<file path="src/sv/skvt_pkg.sv">
// ----------------------------------------------------------------------------
// skvt_pkg: shared types and constants of the sorted key/value table
// Field widths, action and status codes, controller states and the
// command/status bundles between controller and datapath.
// ----------------------------------------------------------------------------
package skvt_pkg;

  localparam int unsigned CAPACITY_DEF = 64;
  localparam int unsigned KEY_W        = 32;
  localparam int unsigned VALUE_W      = 32;
  localparam int unsigned COUNT_W      = 7;

  typedef enum logic [1:0] {
    ACT_ADD    = 2'd0,
    ACT_SET    = 2'd1,
    ACT_REMOVE = 2'd2,
    ACT_LOOKUP = 2'd3
  } action_e;

  typedef enum logic [1:0] {
    ST_OK     = 2'd0,
    ST_ABSENT = 2'd1,
    ST_FULL   = 2'd2
  } status_e;

  typedef enum logic [3:0] {
    S_IDLE,
    S_SCAN,
    S_CMP,
    S_DECIDE,
    S_UP_CHK,
    S_UP_WR,
    S_DN_CHK,
    S_DN_WR,
    S_LOOK,
    S_RESP
  } state_e;

  typedef enum logic [1:0] {
    ADR_IDX,
    ADR_IDX_M1,
    ADR_POS
  } addr_sel_e;

  typedef enum logic [1:0] {
    RV_ZERO,
    RV_ONES,
    RV_READ
  } res_val_e;

  typedef enum logic [2:0] {
    IDX_HOLD,
    IDX_CLR,
    IDX_INC,
    IDX_DEC,
    IDX_COUNT,
    IDX_POS_INC
  } idx_op_e;

  typedef struct packed {
    logic      load_req;
    idx_op_e   idx_op;
    logic      save_pos;
    logic      pos_hit;
    logic      rd_en;
    addr_sel_e rd_sel;
    logic      wr_key;
    logic      wr_val;
    addr_sel_e wr_sel;
    logic      wr_from_rd;
    logic      cnt_inc;
    logic      cnt_dec;
    logic      res_load;
    status_e   res_status;
    res_val_e  res_val;
    logic      out_load;
  } dp_cmd_t;

  typedef struct packed {
    action_e action;
    logic    hit;
    logic    full;
    logic    idx_at_count;
    logic    idx_at_pos;
    logic    key_ge;
    logic    key_eq;
    logic    out_busy;
  } dp_stat_t;

endpackage

</file>
<file path="src/sv/skvt_ctrl.sv">
// ----------------------------------------------------------------------------
// skvt_ctrl: request sequencer
// Scans for the sorted position, then updates, shifts up, shifts down or
// reads out, and hands the result to the output register.
// ----------------------------------------------------------------------------
module skvt_ctrl (
  input  logic               clk_i,
  input  logic               rst_ni,
  input  logic               req_valid_i,
  output logic               req_ready_o,
  input  skvt_pkg::dp_stat_t stat_i,
  output skvt_pkg::dp_cmd_t  cmd_o
);

  skvt_pkg::state_e state_q, state_d;

  always_ff @(posedge clk_i or negedge rst_ni) begin
    if (!rst_ni) begin
      state_q <= skvt_pkg::S_IDLE;
    end else begin
      state_q <= state_d;
    end
  end

  // next state
  always_comb begin
    state_d = state_q;
    case (state_q)
      skvt_pkg::S_IDLE: begin
        if (req_valid_i) state_d = skvt_pkg::S_SCAN;
      end
      skvt_pkg::S_SCAN: begin
        state_d = stat_i.idx_at_count ? skvt_pkg::S_DECIDE : skvt_pkg::S_CMP;
      end
      skvt_pkg::S_CMP: begin
        state_d = stat_i.key_ge ? skvt_pkg::S_DECIDE : skvt_pkg::S_SCAN;
      end
      skvt_pkg::S_DECIDE: begin
        state_d = skvt_pkg::S_RESP;
        case (stat_i.action)
          skvt_pkg::ACT_ADD: begin
            if (!stat_i.hit && !stat_i.full) state_d = skvt_pkg::S_UP_CHK;
          end
          skvt_pkg::ACT_REMOVE: begin
            if (stat_i.hit) state_d = skvt_pkg::S_DN_CHK;
          end
          skvt_pkg::ACT_LOOKUP: begin
            if (stat_i.hit) state_d = skvt_pkg::S_LOOK;
          end
          default: state_d = skvt_pkg::S_RESP;
        endcase
      end
      skvt_pkg::S_UP_CHK: begin
        state_d = stat_i.idx_at_pos ? skvt_pkg::S_RESP : skvt_pkg::S_UP_WR;
      end
      skvt_pkg::S_UP_WR:  state_d = skvt_pkg::S_UP_CHK;
      skvt_pkg::S_DN_CHK: begin
        state_d = stat_i.idx_at_count ? skvt_pkg::S_RESP : skvt_pkg::S_DN_WR;
      end
      skvt_pkg::S_DN_WR:  state_d = skvt_pkg::S_DN_CHK;
      skvt_pkg::S_LOOK:   state_d = skvt_pkg::S_RESP;
      skvt_pkg::S_RESP: begin
        if (!stat_i.out_busy) state_d = skvt_pkg::S_IDLE;
      end
      default: state_d = skvt_pkg::S_IDLE;
    endcase
  end

  // outputs
  always_comb begin
    cmd_o            = '0;
    cmd_o.idx_op     = skvt_pkg::IDX_HOLD;
    cmd_o.rd_sel     = skvt_pkg::ADR_IDX;
    cmd_o.wr_sel     = skvt_pkg::ADR_IDX;
    cmd_o.res_status = skvt_pkg::ST_OK;
    cmd_o.res_val    = skvt_pkg::RV_ZERO;
    req_ready_o      = 1'b0;
    case (state_q)
      skvt_pkg::S_IDLE: begin
        req_ready_o    = 1'b1;
        cmd_o.load_req = req_valid_i;
        cmd_o.idx_op   = skvt_pkg::IDX_CLR;
      end
      skvt_pkg::S_SCAN: begin
        if (stat_i.idx_at_count) begin
          cmd_o.save_pos = 1'b1;
        end else begin
          cmd_o.rd_en = 1'b1;
        end
      end
      skvt_pkg::S_CMP: begin
        if (stat_i.key_ge) begin
          cmd_o.save_pos = 1'b1;
          cmd_o.pos_hit  = stat_i.key_eq;
        end else begin
          cmd_o.idx_op = skvt_pkg::IDX_INC;
        end
      end
      skvt_pkg::S_DECIDE: begin
        cmd_o.res_load = 1'b1;
        case (stat_i.action)
          skvt_pkg::ACT_ADD: begin
            if (stat_i.hit) begin
              cmd_o.wr_val = 1'b1;
              cmd_o.wr_sel = skvt_pkg::ADR_POS;
            end else if (stat_i.full) begin
              cmd_o.res_status = skvt_pkg::ST_FULL;
            end else begin
              cmd_o.idx_op = skvt_pkg::IDX_COUNT;
            end
          end
          skvt_pkg::ACT_SET: begin
            if (stat_i.hit) begin
              cmd_o.wr_val = 1'b1;
              cmd_o.wr_sel = skvt_pkg::ADR_POS;
            end else begin
              cmd_o.res_status = skvt_pkg::ST_ABSENT;
            end
          end
          skvt_pkg::ACT_REMOVE: begin
            if (stat_i.hit) begin
              cmd_o.idx_op = skvt_pkg::IDX_POS_INC;
            end else begin
              cmd_o.res_status = skvt_pkg::ST_ABSENT;
            end
          end
          default: begin
            if (stat_i.hit) begin
              cmd_o.rd_en  = 1'b1;
              cmd_o.rd_sel = skvt_pkg::ADR_POS;
            end else begin
              cmd_o.res_status = skvt_pkg::ST_ABSENT;
              cmd_o.res_val    = skvt_pkg::RV_ONES;
            end
          end
        endcase
      end
      skvt_pkg::S_UP_CHK: begin
        if (stat_i.idx_at_pos) begin
          cmd_o.wr_key  = 1'b1;
          cmd_o.wr_val  = 1'b1;
          cmd_o.wr_sel  = skvt_pkg::ADR_POS;
          cmd_o.cnt_inc = 1'b1;
        end else begin
          cmd_o.rd_en  = 1'b1;
          cmd_o.rd_sel = skvt_pkg::ADR_IDX_M1;
        end
      end
      skvt_pkg::S_UP_WR: begin
        cmd_o.wr_key     = 1'b1;
        cmd_o.wr_val     = 1'b1;
        cmd_o.wr_from_rd = 1'b1;
        cmd_o.idx_op     = skvt_pkg::IDX_DEC;
      end
      skvt_pkg::S_DN_CHK: begin
        if (stat_i.idx_at_count) begin
          cmd_o.cnt_dec = 1'b1;
        end else begin
          cmd_o.rd_en = 1'b1;
        end
      end
      skvt_pkg::S_DN_WR: begin
        cmd_o.wr_key     = 1'b1;
        cmd_o.wr_val     = 1'b1;
        cmd_o.wr_from_rd = 1'b1;
        cmd_o.wr_sel     = skvt_pkg::ADR_IDX_M1;
        cmd_o.idx_op     = skvt_pkg::IDX_INC;
      end
      skvt_pkg::S_LOOK: begin
        cmd_o.res_load = 1'b1;
        cmd_o.res_val  = skvt_pkg::RV_READ;
      end
      skvt_pkg::S_RESP: begin
        cmd_o.out_load = ~stat_i.out_busy;
      end
      default: begin
        cmd_o.load_req = 1'b0;
      end
    endcase
  end

endmodule

</file>
<file path="config.mk">
export PLATFORM = sky130hd
export DESIGN_NAME = skvt_ctrl
export DESIGN_NICKNAME = d
export VERILOG_FILES = /design/src/sv/skvt_pkg.sv /design/src/sv/skvt_ctrl.sv
export SDC_FILE = /design/constraint.sdc
export NUM_CORES = 1
export LEC_CHECK = 0
export BUFFER_PORTS_ARGS = -buffer_cell sky130_fd_sc_hd__buf_2
export CAP_MARGIN = 30
export CORE_MARGIN = 2
export CORE_UTILIZATION = 42
export DETAILED_ROUTE_END_ITERATION = 6
export GPL_TIMING_DRIVEN = 0
export PLACE_DENSITY = 0.86
export SLEW_MARGIN = 20
export SYNTH_ARGS = -nofsm -noshare
export SYNTH_HDL_FRONTEND = slang
export SYNTH_SLANG_ARGS = --single-unit
</file>
<file path="constraint.sdc">
create_clock -name clk_i -period 1.6 [get_ports clk_i]
set_clock_uncertainty 0.05 [all_clocks]
set_input_delay 0.08 -clock clk_i [delete_from_list [all_inputs] [get_ports clk_i]]
set_output_delay 0.08 -clock clk_i [all_outputs]
set_load 0.01 [all_outputs]
</file>
======== Yosys cells after proc, flatten, opt, wreduce, memory -nomap -nowiden ========
Cells that the tools add are included.
word-level totals
  input bits .............................. 12
  register bits ........................... 4
  output and inout port bits .............. 23
  word-level logic and storage cells ...... 76
cells by class
  equality and inequality tests ........... 14
  bitwise gates (word level) .............. 1
  reductions and logical operators ........ 12
  mux-type cells .......................... 48
operators by type and width
  cell                  count
  $pmux W4 S10          1
  $mux W4               7
  $mux W3               8
  $eq A4 B3 Y1 const B  4
  $pmux W3 S5           1
  $mux W1               14
  $mux W2               7
  $pmux W2 S2           3
  $pmux W4 S3           1
  $reduce_or A2 Y1      5
  $eq A4 B2 Y1 const B  2
  $eq A4 B4 Y1 const B  2
  $pmux W1 S3           2
  $pmux W2 S3           1
  $pmux W3 S2           1
  $eq A2 B2 Y1 const B  2
  $eq A4 B1 Y1 const B  1
  $logic_not A4 Y1      1
  $ne A2 B2 Y1 const B  2
  $pmux W1 S2           2
  $reduce_or A3 Y1      1
  $eq A2 B1 Y1 const B  1
  $logic_not A1 Y1      2
  $logic_not A2 Y1      1
  other kinds (3)       3

======== Depth between registers and ports, before layout ========
Gate-level depths: netlist (run 1).
  word-level depth ........................ 5
  mapped depth ............................ 6
  depth with buffers taken out ............ 4

======== Worst setup path before layout (run 1) ========
OpenSTA, ideal clock, no wires.
  kind .................................... reg2out
  start ................................... register state_q[0]
  end ..................................... output cmd_o[21] (netlist bit)
  buffers on the path ..................... 2
  setup slack ............................. 0.202 ns
  cell stages (with the launch flop) ...... 5
  required time ........................... 1.470 ns
  data arrival time ....................... 1.268 ns
  cells stage by stage .................... dfrtp_1 buf_2 buf_2 nor4_2 and2_1
RTL lines
  element                 line             RTL
  from (decl)             skvt_ctrl.sv:15  skvt_pkg::state_e state_q, state_d;
  from (signal assigned)  skvt_ctrl.sv:19  state_q <= skvt_pkg::S_IDLE;
  from (signal assigned)  skvt_ctrl.sv:21  state_q <= state_d;
  to (decl)               skvt_ctrl.sv:12  output skvt_pkg::dp_cmd_t cmd_o

==> flow_summary.yaml, run 1 <==
run_status:
  outcome: "finished with violations"
  violations: "setup timing"
grt:
  grt_max_degree: 11
  overflow: 0
  antenna_found_initial: 0
  track_usage_pct: 23.6
  grt_pass1_wl_microns: 2620
  grt_pass1_vias: 656
logic_synthesis:
  syn-num-nets: 95
  avgSynthCellArea_sq_um: 7.05
  netlist_top_cells_area: "dfrtp_1 (17%), nor2_1 (8.3%), and3_1 (7.5%), nand2b_1 (4.3%), nor2b_1 (4.3%)"
  yosys_warnings: 0
  async_reset_ff_share_pct: 100
  yosysTopAreaCell: "dfrtp_1"
  ys_types: 36
  ys_ff_latch: 4
  synthesis.area_sq_um: 586
  syn_inst: 83
  synthFlopType: "dfrtp_1"
  yosysSeqAreaShare_pct: 17.1
  synth_edf_count: 0
  synth.top_cell.area_share_pct: 17.1
timing:
  worst_slew_pin_slew_ns: 0.318
  rsz0062_at_grt: "true"
  setup_viol: 1
  maxSlewViolCount: 0
  slew_headroom_pct: 78.8
  fin_crit_ns: 1.63
  final.setup.worst_slack_ns: -0.0296
  period_share_pct: 102
  finalHoldViolCount: 0
  fmax_ghz: 0.614
floorplanning:
  rows: 13
  die_x_microns: 41.3
  die_h_microns: 41.3
  die_area_sq_um: 1710
  initial_utilization_pct: 45.0
  core_sq_um: 1300
  ios: 35
pwr:
  vdd_drop_max_mv: 0.762
  p_per_area_nw_per_um2: 1530
  p_leak_nw: 0.511
placed_design:
  portBuffers: 34
  dpl.cell_count: 132
  dpl.hpwl_microns: 1260
  detailed_place.area_sq_um: 774
  pre_cts_ws_ns: 0.141
  finalWeightedCongestion: 0.736
worst_setup_path:
  r2r_cells: 5
  critical_path_arrival_ns: 1.50
  regToRegSetupSlack_ns: 0.12
  crit_required_ns: 1.47
  crit_path_max_fanout: 5
  critPathKind: "flip-flop to output port"
  startpoint_type: "flip-flop"
  r2r_end: "state_q[3]"
  cp-end-kind: "output port"
  r2r_start: "state_q[2]"
cts:
  cts_tree: "done"
  cts_sinks: 4
  h-tree-depth: 1
  path_clk_slew_ns: 0.04
  clkLatencyLatePin_ns: 0.24
  cts.path.max_buffers: 2
  numCtsBuffers: 3
  ctsRootBufferMaster: "clkbuf_4"
finish:
  largestRegisters: "state_q: 4 flops"
  n_antenna_cell: 0
  largest_register_ffs: 4
  drive_gt1_share_pct: 50.0
  nFillCells: 107
  instances_no_fill: 141
  regMostFlops: "state_q"
  finalNetCount: 140
  postLayoutCellArea_sq_um: 915
  syn_to_final_growth_pct: 56.2
drt:
  viasPerCell: 5.50
  wl_met2_microns: 890
  routed_wl_microns: 1800
  routedWlPerCell_microns: 12.8
  dr.pass1.iters: 4
  maxUsedRoutingLayer: "met4"
  vias: 776
  dr_wl_met3_microns: 99
  initialDrtViolationCount: 17
  ant_nets: 0
  route.detailed.drc: 0
  wl_met1_microns: 788
worst_hold_path:
  holdPathEnd: "state_q[1]"
  hp-start: "stat_i[7]"
  hold_path_class: "input port to flip-flop"
  worstHoldPathCells: 2
flow_run:
  max-cap-violations: 0
==> cells by family after synthesis <==
logic type / Yosys count / share of synthesized area (%)
and+or+nand+nor: 52 / 52.4
muxes: 1 / 1.71
DFF: 4 / 17.1
buffers and inverters: 9 / 7.69
AOI/OAI and AO/OA: 17 / 21.2
==> cells in the final DEF (no fill, tap or decap), drive strengths merged <==
| cell type | count |
|---|---|
| a21o | 1 |
| a21oi | 3 |
| a22o | 1 |
| a22oi | 2 |
| a311oi | 1 |
| a32oi | 2 |
| and2 | 4 |
| and2b | 1 |
| and3 | 7 |
| and4 | 1 |
| buf | 44 |
| clkbuf | 3 |
| dfrtp | 4 |
| dlygate4sd3 | 1 |
| inv | 4 |
| mux2i | 1 |
| nand2 | 5 |
| nand2b | 4 |
| nand3 | 1 |
| nand3b | 1 |
| nor2 | 13 |
| nor2b | 4 |
| nor3 | 4 |
| nor4 | 2 |
| nor4b | 1 |
| o21ai | 5 |
| o21bai | 1 |
| o32ai | 1 |
| or2 | 1 |
| or3 | 2 |
| or4 | 1 |
==> area by class of cell <==
| type | count | area (sq um) | share of cell area [%] |
|---|---|---|---|
| Multi-Input combinational cell | 70 | 490 | 53.6 |
| Timing Repair Buffer | 41 | 225 | 24.6 |
| Sequential cell | 4 | 104 | 11.4 |
| Buffer | 4 | 38.8 | 4.24 |
| Clock buffer | 3 | 22.5 | 2.46 |
| Tap cell | 15 | 18.8 | 2.05 |
| Inverter | 4 | 15.0 | 1.64 |
==> repair_timing <==
item,CTS,global route
pin swaps,0,2
hold buffers,1,0
setup endpoints to repair,5,12
setup buffers,3,3
resized for setup,5,11
endpoints found under the hold margin,4,0
==> Yosys cell counts, types with 2 or more instances <==
cell and n:
and2_1 3, nand2b_1 4, a32oi_1 2, nand2_1 4, or3_1 2, and3_1 7, a21oi_1 2, nor2_1 13
o21ai_1 2, buf_4 2, nor3_1 3, a22oi_1 2, buf_2 3, dfrtp_1 4, nor2b_1 4, o21ai_0 3
inv_1 4
==> report_power, final <==
group,internal [mW],switching (mW)
Sequential,0.150,0.0819
Combinational,0.499,0.539
Clock,0.0840,0.0428
==> per-layer routing <==
metal / global-route usage [%] / vias up
met5: 0 / -
met2: 42.6 / 34
met4: 14.5 / 0
met1: 27.6 / 357
li1: - / 383
met3: 0 / 2
==> worst max path at each step <==
| stage | from | end | slack (ns) | depth (start not counted) |
|---|---|---|---|---|
| finish | state_q[2] | cmd_o[18] | -0.03 | 4 |
| global route | state_q[2] | cmd_o[18] | -0.07 | 4 |
| CTS | state_q[2] | cmd_o[18] | -0.05 | 4 |
| detailed placement | state_q[2] | cmd_o[18] | 0.14 | 4 |
| global placement | state_q[2] | cmd_o[18] | 0.15 | 4 |
| floorplan | state_q[0] | cmd_o[21] | 0.20 | 4 |
==> worst max-delay path, stage by stage, from the launching register on <==
cell      delay, ns
dfrtp_2        0.44
nand2b_4       0.16
or3_4          0.33
a311oi_2       0.18
buf_2          0.17
==> stage by stage <==
step	TNS [ns]	utilization, %	hold slack (ns)	power (mW)
global route	-0.184	70.3	0.121	1.51
global placement	0	59.5	-0.164	1.02
floorplan	0	-	-0.266	0.801
finish	-0.0296	70.3	0.102	1.40
CTS	-0.109	64.9	0.0833	1.25
detailed placement	0	59.5	-0.159	1.05
Power figures use the tool's default switching activity.
==> inputs of run 2 (changes only) <==
--- a/config.mk
+++ b/config.mk
@@ -7,7 +7,7 @@
 export LEC_CHECK = 0
 export BUFFER_PORTS_ARGS = -buffer_cell sky130_fd_sc_hd__buf_2
 export CAP_MARGIN = 30
-export CORE_MARGIN = 2
+export CORE_MARGIN = 3
 export CORE_UTILIZATION = 42
 export DETAILED_ROUTE_END_ITERATION = 6
 export GPL_TIMING_DRIVEN = 0
==> run 2 against run 1 <==
Net effect: the flow still finishes with violations (setup timing); utilization rose by 5.2 points; die area up 9.9%; register-to-register slack got worse by 0.07 ns; combinational power about the same; via count grew 2.8%; largest cell class unchanged.
==> flow_summary.yaml, run 2 (synthesized netlist as in run 1, its figures left out) <==
finish:
  layout_common_cells: "buf_2 (35), nor2_1 (11), and3_1 (7)"
  n_antenna_cell: 0
  instances_no_fill: 140
  finalCoreUtilization_pct: 75.5
  syn_to_final_growth_pct: 54.9
  regMostFlops: "state_q"
  largestRegisters: "state_q: 4 flops"
  drive_gt1_share_pct: 50.8
  finalNetCount: 140
  final_common_cell: "buf_2"
  postLayoutCellArea_sq_um: 907
  largest_register_ffs: 4
worst_setup_path:
  regToRegSetupSlack_ns: 0.05
  critical_path_arrival_ns: 1.55
  r2r_end: "state_q[3]"
  critPathKind: "flip-flop to output port"
  r2r_cells: 5
  startpoint_type: "flip-flop"
  crit_path_max_fanout: 5
  r2r_start: "state_q[2]"
  crit_required_ns: 1.47
  cp-end-kind: "output port"
timing:
  fin_crit_ns: 1.68
  worst_slew_pin_slew_ns: 0.315
  finalHoldViolCount: 0
  hold_slack_ns: 0.107
  rsz0062_at_grt: "true"
  maxSlewViolCount: 0
  setup_viol: 2
  fmax_ghz: 0.595
  period_share_pct: 105
  slew_headroom_pct: 79.0
  final.setup.worst_slack_ns: -0.0801
pwr:
  switchingPower_uw: 675
  pwr-share-comb_pct: 74.9
  p_per_area_nw_per_um2: 1570
  power.internal_uw: 750
  vdd_drop_max_mv: 1.00
  power_mw: 1.42
  p_leak_nw: 0.507
  p_sw_share_pct: 47.4
  pwr-share-seq_pct: 16.5
  clkPwrFrac_pct: 8.6
grt:
  track_usage_pct: 19.7
  grt_pass1_wl_microns: 2900
  grt_max_degree: 11
  overflow: 0
  grt_pass1_vias: 665
  antenna_found_initial: 0
cts:
  h-tree-depth: 1
  cts.path.max_buffers: 2
  ctsRootBufferMaster: "clkbuf_4"
  cts_tree: "done"
  numCtsBuffers: 3
  cts_sinks: 4
  clkLatencyLatePin_ns: 0.23
  path_clk_slew_ns: 0.04
worst_hold_path:
  holdPathEnd: "state_q[1]"
  worstHoldPathCells: 2
  hp-start: "stat_i[7]"
  hold_path_class: "input port to flip-flop"
drt:
  initialDrtViolationCount: 25
  dr.pass1.iters: 4
  ant_nets: 0
  route.detailed.drc: 0
  vias: 798
  viasPerCell: 5.70
  routed_wl_microns: 1890
  routedWlPerCell_microns: 13.5
placed_design:
  dpl.cell_count: 131
  portBuffers: 34
  dpl.hpwl_microns: 1330
  detailed_place.area_sq_um: 773
  finalWeightedCongestion: 0.803
floorplanning:
  initial_utilization_pct: 48.8
  die_area_sq_um: 1880
  core_sq_um: 1200
  die_h_microns: 43.3
  die_x_microns: 43.3
  rows: 12
  ios: 35
flow_run:
  max-cap-violations: 0
run_status:
  violations: "setup timing"
  outcome: "finished with violations"
run 2: timing repair:
action	4_1_cts	5_1_grt
hold endpoints to repair	4	0
endpoints found under the setup margin	7	11
gates resized for setup	4	13
hold buffers	1	0
pin swaps	2	4
buffers inserted	2	4
run 2: final cells by class:
type | instances | area, sq um
Timing Repair Buffer | 41 | 225
Inverter | 4 | 15.0
Tap cell | 14 | 17.5
Multi-Input combinational cell | 70 | 480
Sequential cell | 4 | 104
Buffer | 4 | 42.5
Clock buffer | 3 | 22.5
Fill cell | 100 | 294
run 2: routing by layer:
| metal | GRT usage [%] | wire length [microns] | vias up |
|---|---|---|---|
| li1 | - | - | 384 |
| met1 | 25.4 | 757 | 366 |
| met2 | 34.2 | 953 | 46 |
| met4 | 3.61 | 8 | 0 |
| met5 | 0 | 0 | - |
| met3 | 3.73 | 167 | 2 |
run 2: power groups by stage:
stage	Sequential (mW)	Combinational, mW	Clock (mW)
floorplan	0.174	0.627	0
finish	0.235	1.07	0.123
global route	0.244	1.16	0.143
detailed placement	0.187	0.868	0
global placement	0.187	0.848	0
CTS	0.185	0.925	0.129
run 2: worst max-delay path by stage:
stage | startpoint | to | slack (ns)
after floorplan | state_q[0] | cmd_o[21] | 0.20
after global placement | state_q[2] | cmd_o[18] | 0.14
after detailed placement | state_q[2] | cmd_o[18] | 0.13
after CTS | state_q[2] | cmd_o[18] | -0.07
after global routing | state_q[2] | cmd_o[18] | -0.16
final | state_q[2] | cmd_o[18] | -0.08
run 2: stage by stage:
step	TNS [ns]	setup WS, ns
2_1_floorplan	0	0.202
3_3_place_gp	0	0.135
3_5_place_dp	0	0.128
4_1_cts	-0.125	-0.0688
5_1_grt	-0.672	-0.165
6_report	-0.0947	-0.0801
run 2: worst max-delay path, stage by stage, from the launching register on:
cell,delay (ns)
dfrtp_2,0.44
nand2b_4,0.16
or3_4,0.32
a311oi_2,0.24
buf_2,0.16
==> inputs of run 3 (changes only) <==
--- a/config.mk
+++ b/config.mk
@@ -8,10 +8,10 @@
 export BUFFER_PORTS_ARGS = -buffer_cell sky130_fd_sc_hd__buf_2
 export CAP_MARGIN = 30
 export CORE_MARGIN = 3
-export CORE_UTILIZATION = 42
+export CORE_UTILIZATION = 45
 export DETAILED_ROUTE_END_ITERATION = 6
 export GPL_TIMING_DRIVEN = 0
-export PLACE_DENSITY = 0.86
+export PLACE_DENSITY = 0.91
 export SLEW_MARGIN = 20
 export SYNTH_ARGS = -nofsm -noshare
 export SYNTH_HDL_FRONTEND = slang
==> constraint.sdc (replaced) <==
create_clock -name clk_i -period 2.18 [get_ports clk_i]
set_clock_uncertainty 0.05 [all_clocks]
set_input_delay 0.109 -clock clk_i [delete_from_list [all_inputs] [get_ports clk_i]]
set_output_delay 0.109 -clock clk_i [all_outputs]
set_load 0.01 [all_outputs]
==> run 3 against run 2 <==
Net effect: the flow now finishes without violations; non-clock buffer count is 5 lower; global-route usage is 0.49 points lower; cell area is 11% lower; clock power is 26% lower; register-to-register slack better by 0.63 ns; sequential cell count stayed put; critical endpoint unchanged; critical path type unchanged.
==> flow_summary.yaml, run 3 (synthesized netlist as in run 1, its figures left out) <==
run_status:
  outcome: "finished clean"
placed_design:
  detailed_place.area_sq_um: 773
  pre_cts_ws_ns: 0.674
  finalWeightedCongestion: 0.816
  dpl.hpwl_microns: 1290
  portBuffers: 34
  dpl.cell_count: 131
floorplanning:
  die_x_microns: 42.1
  initial_utilization_pct: 50.6
  ios: 35
  die_h_microns: 42.1
  rows: 12
  core_sq_um: 1160
  die_area_sq_um: 1770
finish:
  finalNetCount: 135
  instances_no_fill: 135
  n_antenna_cell: 0
  regArea_sq_um: 100
  largest_register_ffs: 4
  nFillCells: 106
  postLayoutCellArea_sq_um: 806
  multiInputGateArea_sq_um: 440
  regMostFlops: "state_q"
  syn_to_final_growth_pct: 37.6
  finalCoreUtilization_pct: 69.7
  final_common_cell: "buf_2"
  largestRegisters: "state_q: 4 flops"
  drive_gt1_share_pct: 41.3
  layout_common_cells: "buf_2 (37), nor2_1 (13), and3_1 (7)"
worst_setup_path:
  cp_cell_sequence: "nand2b_1 -> or3_1 -> a311oi_2 -> buf_2"
  max_stage_delay_ns: 0.46
  cp_slowest_cell: "dfrtp_1"
  r2r_start: "state_q[2]"
  r2r_cells: 4
  cp-end-kind: "output port"
  crit_required_ns: 2.02
  r2r_end: "state_q[3]"
  cp_num_buf_inv: 1
  crit_path_max_fanout: 8
  critical_path_arrival_ns: 1.60
  startpoint_type: "flip-flop"
  regToRegSetupSlack_ns: 0.68
  critPathKind: "flip-flop to output port"
  path_delay_family: "simple AND/OR/NAND/NOR gates"
cts:
  numCtsBuffers: 3
  cts_sinks: 4
  ctsRootBufferMaster: "clkbuf_4"
  path_clk_slew_ns: 0.04
  h-tree-depth: 1
  clkLatencyLatePin_ns: 0.23
  cts_tree: "done"
  cts.path.max_buffers: 2
grt:
  met2_usage_pct: 33.6
  grt_util_met3_pct: 3.00
  track_usage_pct: 19.2
  overflow: 0
  top_usage_layer: "met2"
  antenna_found_initial: 0
  grt_max_degree: 11
  grtUsageMet1_pct: 24.7
  grt_pass1_wl_microns: 2770
  grt_pass1_vias: 653
drt:
  route.detailed.drc: 0
  routedWlPerCell_microns: 12.2
  ant_nets: 0
  vias: 762
  viasPerCell: 5.64
  initialDrtViolationCount: 23
  routed_wl_microns: 1650
  dr.pass1.iters: 4
timing:
  fin_crit_ns: 1.76
  maxSlewViolCount: 0
  fmax_ghz: 0.567
  timing.setup.tns_ns: 0
  period_share_pct: 80.9
  finalHoldViolCount: 0
  setup_viol: 0
  worst_slew_pin_slew_ns: 0.290
  slew_headroom_pct: 80.5
  rsz0062_at_grt: "false"
  final.setup.worst_slack_ns: 0.416
pwr:
  pwr-share-seq_pct: 15.8
  p_sw_share_pct: 48.9
  vdd_drop_max_mv: 0.541
  p_per_area_nw_per_um2: 1080
  clkPwrFrac_pct: 10.6
  switchingPower_uw: 425
  p_leak_nw: 0.472
  power.internal_uw: 443
  pwr-share-comb_pct: 73.6
worst_hold_path:
  hold_path_class: "input port to flip-flop"
  worstHoldPathCells: 2
  holdPathEnd: "state_q[1]"
  hp-start: "stat_i[7]"
flow_run:
  max-cap-violations: 0
==> run 3: cell types whose count changed in the layout (fill, tap and decap cells not counted), moves of 2 or more <==
| cell | before | now |
|---|---|---|
| buf_2 | 35 | 37 |
| buf_4 | 6 | 2 |
| buf_6 | 2 | 0 |
| dfrtp_1 | 1 | 4 |
| dfrtp_2 | 3 | 0 |
| nor2_1 | 11 | 13 |
| nor2_2 | 2 | 0 |
==> run 3: final cells by class <==
type | instances | area share [%]
multi-input cells | 70 | 54.7
inverters | 4 | 1.86
clock buffers | 3 | 2.80
plain buffers | 5 | 3.73
repair buffers | 35 | 22.4
flip-flops and latches | 4 | 12.4
well taps | 14 | 2.17
==> run 3: how the worst max path moves through the flow <==
stage	slack (ns)	cells after the start	endpoint	start
after floorplan	0.75	4	cmd_o[21]	state_q[0]
after global placement	0.69	4	cmd_o[18]	state_q[2]
after detailed placement	0.67	4	cmd_o[18]	state_q[2]
after CTS	0.42	4	cmd_o[18]	state_q[2]
after global routing	0.29	5	cmd_o[15]	state_q[2]
final	0.42	4	cmd_o[18]	state_q[2]
==> run 3: layer usage <==
| metal | vias up | wire length (microns) |
|---|---|---|
| met5 | - | 0 |
| li1 | 373 | - |
| met3 | 0 | 177 |
| met4 | 0 | 0 |
| met2 | 40 | 809 |
| met1 | 349 | 657 |
==> run 3: metrics by stage <==
step | hold slack [ns] | power (mW)
2_1_floorplan | -0.237 | 0.588
6_report | 0.135 | 0.868
5_1_grt | 0.147 | 0.949
3_3_place_gp | -0.138 | 0.760
3_5_place_dp | -0.133 | 0.772
4_1_cts | 0.128 | 0.871
==> run 3: what timing repair did <==
action	CTS	global route
setup buffers	0	0
hold buffers	1	0
resized for setup	0	0
endpoints found under the setup margin	0	0
hold endpoints to repair	4	0
==> run 3: power groups by stage <==
stage          Combinational, mW  Clock, mW  Sequential, mW
2_1_floorplan              0.460          0           0.128
3_3_place_gp               0.623          0           0.137
3_5_place_dp               0.634          0           0.138
4_1_cts                    0.639     0.0949           0.137
5_1_grt                    0.707     0.0994           0.142
6_report                   0.639     0.0916           0.137
